[config.mk]
export PLATFORM = sky130hd
export DESIGN_NAME = sorted_priority_queue_unit
export DESIGN_NICKNAME = d
export VERILOG_FILES = /design/src/hdl/spq_pkg.sv /design/src/hdl/sorted_priority_queue_unit.sv
export SDC_FILE = /design/constraint.sdc
export NUM_CORES = 1
export LEC_CHECK = 0
export BUFFER_PORTS_ARGS = -buffer_cell sky130_fd_sc_hd__buf_2
export CAP_MARGIN = 10
export CORE_MARGIN = 3
export CORE_UTILIZATION = 45
export DETAILED_ROUTE_END_ITERATION = 7
export PLACE_DENSITY = 0.64
export SLEW_MARGIN = 20
export SYNTH_ARGS = -nofsm -noshare
export SYNTH_HDL_FRONTEND = slang
export SYNTH_SLANG_ARGS = --single-unit
export TNS_END_PERCENT = 50
[constraint.sdc]
create_clock -name clk -period 14.7 [get_ports clk]
set_input_delay 2.94 -clock clk [delete_from_list [all_inputs] [get_ports clk]]
set_output_delay 2.94 -clock clk [all_outputs]
set_load 0.1 [all_outputs]
[src/hdl/spq_pkg.sv]
// Shared types and constants for the sorted priority queue unit.
// Depends on nothing; imported by sorted_priority_queue_unit.
package spq_pkg;

  localparam int DEPTH_DEFAULT = 16;
  localparam int MAX_RESULTS   = 16;

  localparam int KEY_W     = 34;
  localparam int PAYLOAD_W = 32;
  localparam int SMALL_W   = 5;
  localparam int ENTRY_W   = KEY_W + PAYLOAD_W;

  localparam int IN_DATA_W  = 72;
  localparam int OUT_DATA_W = 80;

  typedef enum logic [1:0] {
    CMD_ENQUEUE = 2'd0,
    CMD_DEQUEUE = 2'd1,
    CMD_VIEW    = 2'd2,
    CMD_CLEAR   = 2'd3
  } cmd_t;

  typedef enum logic [1:0] {
    STATUS_OK    = 2'd0,
    STATUS_EMPTY = 2'd1,
    STATUS_FULL  = 2'd2
  } status_t;

endpackage

[src/hdl/sorted_priority_queue_unit.sv]
// Sorted priority queue: the command sequencer, the entry memory and the shared key comparator.
// Depends on spq_pkg for widths, command codes and status codes.
//
// One memory read port with registered data and one key comparator carry every step. Enqueue
// walks from the tail toward the head, moving each entry that yields one slot toward the
// tail, and writes the new entry into the freed slot; dequeue returns the head and moves
// every later entry one slot forward. View reads and emits one entry at a time, waiting
// until each is taken; clear and the empty or full responses skip memory. No new transaction
// is accepted until every result of the current one is taken. Reset empties the queue at once.
module sorted_priority_queue_unit
  import spq_pkg::*;
#(
  parameter int DEPTH = DEPTH_DEFAULT
) (
  input  logic                  clk,
  input  logic                  rst,
  // Command side.
  input  logic                  s_tvalid,
  output logic                  s_tready,
  input  logic [IN_DATA_W-1:0]  s_tdata,   // key [33:0], payload [65:34], zero fill
  input  logic [1:0]            s_tuser,   // command [1:0]
  // Result side.
  output logic                  m_tvalid,
  input  logic                  m_tready,
  output logic [OUT_DATA_W-1:0] m_tdata,   // status [1:0], position [6:2], entry_key [40:7],
                                           // entry_payload [72:41], occupancy [77:73], zero fill
  output logic                  m_tlast
);

  localparam int IDX_W = (DEPTH > 1) ? $clog2(DEPTH) : 1;
  localparam int CNT_W = $clog2(DEPTH + 1);
  localparam int VIEW_LIMIT_INT = (DEPTH > MAX_RESULTS) ? MAX_RESULTS : DEPTH;
  localparam logic [CNT_W-1:0] VIEW_LIMIT = CNT_W'(VIEW_LIMIT_INT);
  localparam logic [CNT_W-1:0] FULL_COUNT = CNT_W'(DEPTH);

  typedef enum logic [3:0] {
    ST_IDLE,
    ST_ENQ_READ,
    ST_ENQ_CMP,
    ST_DEQ_HEAD,
    ST_DEQ_READ,
    ST_DEQ_WRITE,
    ST_VIEW_READ,
    ST_VIEW_EMIT,
    ST_VIEW_WAIT,
    ST_RESP
  } state_t;

  state_t state;

  // Entry memory: payload in the upper bits, key in the lower bits.
  logic [ENTRY_W-1:0] store [DEPTH];
  logic [ENTRY_W-1:0] rd_data;
  logic [IDX_W-1:0]   rd_addr;
  logic               wr_en;
  logic [IDX_W-1:0]   wr_addr;
  logic [ENTRY_W-1:0] wr_data;

  logic [CNT_W-1:0]     count;
  logic [CNT_W-1:0]     ptr;
  logic [CNT_W-1:0]     view_n;
  logic [KEY_W-1:0]     new_key;
  logic [PAYLOAD_W-1:0] new_payload;

  status_t              res_status;
  logic [SMALL_W-1:0]   res_pos;
  logic [KEY_W-1:0]     res_key;
  logic [PAYLOAD_W-1:0] res_payload;
  logic                 res_last;

  cmd_t             cmd;
  logic [KEY_W-1:0] rd_key;
  logic             key_lt;
  logic             key_eq;
  logic             entry_moves;
  logic             out_taken;

  assign cmd       = cmd_t'(s_tuser);
  assign s_tready  = (state == ST_IDLE);
  assign out_taken = m_tvalid && m_tready;

  // The one shared comparator. The head only yields its place to a strictly smaller key;
  // any later entry yields to a key that is equal or smaller.
  assign rd_key      = rd_data[KEY_W-1:0];
  assign key_lt      = (new_key < rd_key);
  assign key_eq      = (new_key == rd_key);
  assign entry_moves = key_lt || (key_eq && (ptr != CNT_W'(1)));

  always_comb begin
    rd_addr = '0;
    wr_en   = 1'b0;
    wr_addr = IDX_W'(ptr);
    wr_data = {new_payload, new_key};
    unique case (state)
      ST_ENQ_READ: begin
        rd_addr = IDX_W'(ptr - CNT_W'(1));
        // An empty tail slot reached at the front: the new entry becomes the head.
        wr_en   = (ptr == '0);
      end
      ST_ENQ_CMP: begin
        wr_en = 1'b1;
        if (entry_moves) begin
          wr_data = rd_data;
        end
      end
      ST_DEQ_READ: begin
        rd_addr = IDX_W'(ptr);
      end
      ST_DEQ_WRITE: begin
        wr_en   = 1'b1;
        wr_addr = IDX_W'(ptr - CNT_W'(1));
        wr_data = rd_data;
      end
      ST_VIEW_READ: begin
        rd_addr = IDX_W'(ptr);
      end
      default: begin
      end
    endcase
  end

  always_ff @(posedge clk) begin
    if (wr_en) begin
      store[wr_addr] <= wr_data;
    end
    rd_data <= store[rd_addr];
  end

  always_ff @(posedge clk) begin
    if (rst) begin
      state    <= ST_IDLE;
      count    <= '0;
      m_tvalid <= 1'b0;
    end else begin
      unique case (state)
        ST_IDLE: begin
          if (s_tvalid) begin
            new_key     <= s_tdata[KEY_W-1:0];
            new_payload <= s_tdata[ENTRY_W-1:KEY_W];
            res_pos     <= '0;
            res_key     <= '0;
            res_payload <= '0;
            res_last    <= 1'b1;
            res_status  <= STATUS_OK;
            unique case (cmd)
              CMD_ENQUEUE: begin
                if (count == FULL_COUNT) begin
                  res_status <= STATUS_FULL;
                  m_tvalid   <= 1'b1;
                  state      <= ST_RESP;
                end else begin
                  ptr   <= count;
                  state <= ST_ENQ_READ;
                end
              end
              CMD_DEQUEUE: begin
                if (count == '0) begin
                  res_status <= STATUS_EMPTY;
                  m_tvalid   <= 1'b1;
                  state      <= ST_RESP;
                end else begin
                  // Entry zero is being read during this cycle.
                  ptr   <= CNT_W'(1);
                  state <= ST_DEQ_HEAD;
                end
              end
              CMD_VIEW: begin
                if (count == '0) begin
                  res_status <= STATUS_EMPTY;
                  m_tvalid   <= 1'b1;
                  state      <= ST_RESP;
                end else begin
                  ptr    <= '0;
                  view_n <= (count < VIEW_LIMIT) ? count : VIEW_LIMIT;
                  state  <= ST_VIEW_READ;
                end
              end
              CMD_CLEAR: begin
                count    <= '0;
                m_tvalid <= 1'b1;
                state    <= ST_RESP;
              end
            endcase
          end
        end

        ST_ENQ_READ: begin
          if (ptr == '0) begin
            res_pos     <= SMALL_W'(1);
            res_key     <= new_key;
            res_payload <= new_payload;
            count       <= count + CNT_W'(1);
            m_tvalid    <= 1'b1;
            state       <= ST_RESP;
          end else begin
            state <= ST_ENQ_CMP;
          end
        end

        ST_ENQ_CMP: begin
          if (entry_moves) begin
            ptr   <= ptr - CNT_W'(1);
            state <= ST_ENQ_READ;
          end else begin
            res_pos     <= SMALL_W'(ptr) + SMALL_W'(1);
            res_key     <= new_key;
            res_payload <= new_payload;
            count       <= count + CNT_W'(1);
            m_tvalid    <= 1'b1;
            state       <= ST_RESP;
          end
        end

        ST_DEQ_HEAD: begin
          res_pos     <= SMALL_W'(1);
          res_key     <= rd_data[KEY_W-1:0];
          res_payload <= rd_data[ENTRY_W-1:KEY_W];
          state       <= ST_DEQ_READ;
        end

        ST_DEQ_READ: begin
          if (ptr == count) begin
            count    <= count - CNT_W'(1);
            m_tvalid <= 1'b1;
            state    <= ST_RESP;
          end else begin
            state <= ST_DEQ_WRITE;
          end
        end

        ST_DEQ_WRITE: begin
          ptr   <= ptr + CNT_W'(1);
          state <= ST_DEQ_READ;
        end

        ST_VIEW_READ: begin
          state <= ST_VIEW_EMIT;
        end

        ST_VIEW_EMIT: begin
          res_status  <= STATUS_OK;
          res_pos     <= SMALL_W'(ptr) + SMALL_W'(1);
          res_key     <= rd_data[KEY_W-1:0];
          res_payload <= rd_data[ENTRY_W-1:KEY_W];
          res_last    <= ((ptr + CNT_W'(1)) == view_n);
          m_tvalid    <= 1'b1;
          state       <= ST_VIEW_WAIT;
        end

        ST_VIEW_WAIT: begin
          if (out_taken) begin
            m_tvalid <= 1'b0;
            if (res_last) begin
              state <= ST_IDLE;
            end else begin
              ptr   <= ptr + CNT_W'(1);
              state <= ST_VIEW_READ;
            end
          end
        end

        ST_RESP: begin
          if (out_taken) begin
            m_tvalid <= 1'b0;
            state    <= ST_IDLE;
          end
        end

        default: begin
          state <= ST_IDLE;
        end
      endcase
    end
  end

  // The count cannot change while a result waits, so occupancy is read straight from it.
  assign m_tdata = {2'b00, SMALL_W'(count), res_payload, res_key, res_pos, res_status};
  assign m_tlast = res_last;

endmodule
==> results by stage <==
Run status:
- The run finished with clean final reports.

GRT:
- For this run, the total global-route usage over all layers was measured as 20.2%.
- The overflow left after global routing is 0.
- Entering global routing, the biggest net connects 108 pins.
- The number of antenna violations at the first check in global routing is 2.
- The number of global-route vias before repair was 26000.
- The wire length of the first global-routing pass is 173 mm.

Power and ir drop:
- Of the total power, registers draw 45.0%.
- The net switching power is between 0.003 and 0.004 W.
- The clock power share is 32.1%.
- For this design the static power due to leakage is 18.4 nW.
- Overall power consumption after layout is estimated at 0.0104 W.
- Of the total power, the share spent switching nets is 31.1%.
- Power spread over the standard cell area amounts to 181 mW/mm2.
- VDD sags by at most 0.104 mV.
- The portion of total power attributed to combinational logic is between 20% and 30%.
- The internal power contribution is 0.00714 W.

Run:
- The max capacitance violation total is 0.

STA:
- The summed negative setup slack over all endpoints is 0 ns.
- The fmax is 185 MHz.
- Headroom to the max-slew limit came out at 26.2%.
- At the pin with the least slew margin, the transition time is 1.10 ns.
- Setup repair after global routing left no endpoint under its margin.
- The fraction of the cycle the final worst path needs is 36.7%.
- The minimum period implied by the final worst setup slack is between 5 and 6 ns.
- The final hold violation count is 0.
- The setup skew after layout is 0.0365 ns.
- Setup violations remaining at the end of the flow were counted as 0.
- The final number of max-transition violations is 0.

Drt:
- Dividing the detail-routed wire length by the instance count gives 26.8 um.
- The detailed router finished its first iteration with around 2700 violations.
- The ratio of routed vias to standard cells is approximately 5.8.
- After detailed routing, the number of remaining DRC violations is 0.
- The final wirelength is approximately 120 mm.
- The final route contains 25100 vias.
- The number of nets still failing antenna checks after routing is 0.
- The number of search-and-repair iterations in the first detailed-routing pass is 7.

Final layout:
- In the layout the commonest cells are sky130_fd_sc_hd__edfxtp_1, sky130_fd_sc_hd__mux4_2, sky130_fd_sc_hd__nand2_1.
- The final cell count without fillers is 4317.
- The most frequent standard cell in the layout excluding fill and tap cells is sky130_fd_sc_hd__edfxtp_1.
- The area growth from synthesis to layout is 13.7%.
- After the last flow step, the layout net total stands at around 2900.
- The post-route netlist has 26.7% of its cells at a drive strength greater than 1.

Floorplanning:
- Row generation in the floorplan step produced 121 rows.
- In this run the vertical extent of the chip is 340 um.
- The die outline width is around 340 um.
- The core footprint is between 0.1 and 0.15 mm2.
- The floorplan step defined a die boundary enclosing 0.116 mm2.
- 161 I/O pins were placed.
- The effective utilization at floorplan is 45.8%.

Clock network:
- Clock tree synthesis selected as its root buffer the cell sky130_fd_sc_hd__clkbuf_16.
- The later-pin clock latency in the skew report is ~0.74 ns.
- The CTS tree is yes.
- The number of clock buffers inserted by TritonCTS is about 130.
- The maximum buffer depth of the clock tree is 3.
- The post-cts resize count is 0.
- Clock tree synthesis found a total of between 1000 and 1500 sinks.
- In this run the post-CTS setup repair buffer count came out at 0.
- The number of H-tree branching levels is 4.
- The clock slew at the register clock pins of the worst setup and hold paths is 0.05 ns.
- For this design, the CTS-stage hold fixing added 0 buffers.

Yosys:
- The post-synthesis compound-gate area fraction is 4.25%.
- The area share of xor/xnor cells in the synthesized design is 0.331%.
- In the synthesized netlist, the number of instances is 2535.
- Summing every instance area after synthesis gives about 0.050 mm2.
- The share of synthesized cell area in and, or, nand and nor gates is 3.37%.
- Measured against the total synthesized area, the mux share comes to between 10% and 20%.
- The most used flip-flop cell after synthesis is sky130_fd_sc_hd__edfxtp_1.
- A synthesized cell averages 19.8 um2.
- The dominant combinational cell family by area after synthesis is multiplexers.
- For this run, asynchronously set or reset flops after synthesis account for 0%.
- The fraction of the yosys area taken by sequential cells is between 70 and 80%.
- The count of flip-flops with a built-in enable after synthesis is around 1200.
- The netlist uses 68 different library cells.
- Yosys printed 0 warnings.
- Synthesis inferred 1282 register bits.
- Of the total synthesized cell area, the portion taken by full adders, half adders and majority gates is under 10%.

Critical path:
- The startpoint kind of the worst setup timing path is a flip-flop.
- The category of the most critical setup path is flip-flop to output pin.
- STA puts the critical path data required time at 11.76 ns.
- STA puts the critical path data arrival time at roughly 2.5 ns.
- The sort of element at the end of the critical path is an output pin.
- The maximum fanout along the worst path is 21.

Hold path:
- The path class of the tightest hold or removal check is flip-flop to flip-flop.

Place:
- The wire-length estimate of the detail-placed layout is 59.9 mm.
- The final estimated routing congestion in global placement is 0.874.
- The number of buffer cells added on primary ports is 152.
- The number of placed instances with taps included is 4068.
## synthesized netlist by cell type, drive strengths merged, types with 9 or more instances
cell type  number  area, um2
edfxtp       1206      36200
nand4           9       62.6
nor2           58        223
clkbuf         57        215
xnor2          11       96.3
nor2b           9       56.3
ha             45        563
a21oi          33        165
o21ai          17        100
a31oi          67        419
nand2         164        616
and2           67        419
nand3          11       55.1
mux2           66        893
a22o           66        578
buf            86        583
mux4          264       5950
a211oi         74        556
nor3           18       90.1
dfxtp          76       1520
inv            52        195
## cell type report
type                            count  area (um2)
Inverter                           52         195
Clock buffer                      186        3640
Antenna cell                        1        2.50
Sequential cell                  1282       37700
Fill cell                        8491       52700
Tap cell                         1476        1850
Clock inverter                     59         752
Timing Repair Buffer              202        1230
Multi-Input combinational cell   1059       11700
## through the flow
stage	area, um2	hold WS, ns	util [%]	worst slack, ns
floorplan	50200	0.515	-	5.99
global placement	52600	0.496	47.9	8.99
detailed placement	52600	0.496	47.9	8.95
CTS	57000	0.503	51.9	8.94
global route	57100	0.537	52.0	9.12
finish	57100	0.499	52.0	9.30
## worst paths after layout
check | start | to | slack (ns) | cells past startpoint
worst max register to register | ptr[0] | rd_data[30] | 9.57 | 11
worst max-delay path | state[3] | s_tready | 9.30 | 5
worst min-delay path | m_tvalid | m_tvalid | 0.50 | 2
worst min register to register | m_tvalid | m_tvalid | 0.50 | 2
## power by group through the flow
stage	clock (W)	combinational, W	sequential, W
2_1_floorplan	0	0.00133	0.00517
3_3_place_gp	0	0.00232	0.00473
3_5_place_dp	0	0.00237	0.00473
4_1_cts	0.00339	0.00238	0.00466
5_1_grt	0.00355	0.00254	0.00468
6_report	0.00333	0.00237	0.00466
## metal layers
| layer | track usage [%] | vias up | part of all wire (%) |
|---|---|---|---|
| met2 | 33.1 | 932 | 49 |
| li1 | - | 10700 | - |
| met5 | 0 | - | 0 |
| met3 | 3.05 | 185 | 6.0 |
| met4 | 5.87 | 0 | 2.4 |
| met1 | 28.1 | 13200 | 42 |
## state kept, by name (all words and copies together), names as in the netlist
register	flops
store	1056
rd_data	66
new_key	34
res_key	34
new_payload	32
res_payload	32
count	5
ptr	5
res_pos	5
view_n	5
state	4
res_status	2
m_tlast	1
m_tvalid	1
## worst max-delay path: stages, from the launching register on
cell and delay (ns):
sky130_fd_sc_hd__dfxtp_1 0.29, sky130_fd_sc_hd__buf_4 0.22, sky130_fd_sc_hd__nor2_1 0.36, sky130_fd_sc_hd__nand2_1 0.22
sky130_fd_sc_hd__inv_1 0.18, sky130_fd_sc_hd__buf_2 0.46
## kinds of logic after synthesis
group	Yosys count
flops	1282
simple gates	360
mux	337
compound gates	294
buf+inv	195
fa+ha+maj	47
xor+xnor	19
other cells	1
Power figures use the tool's default switching activity.
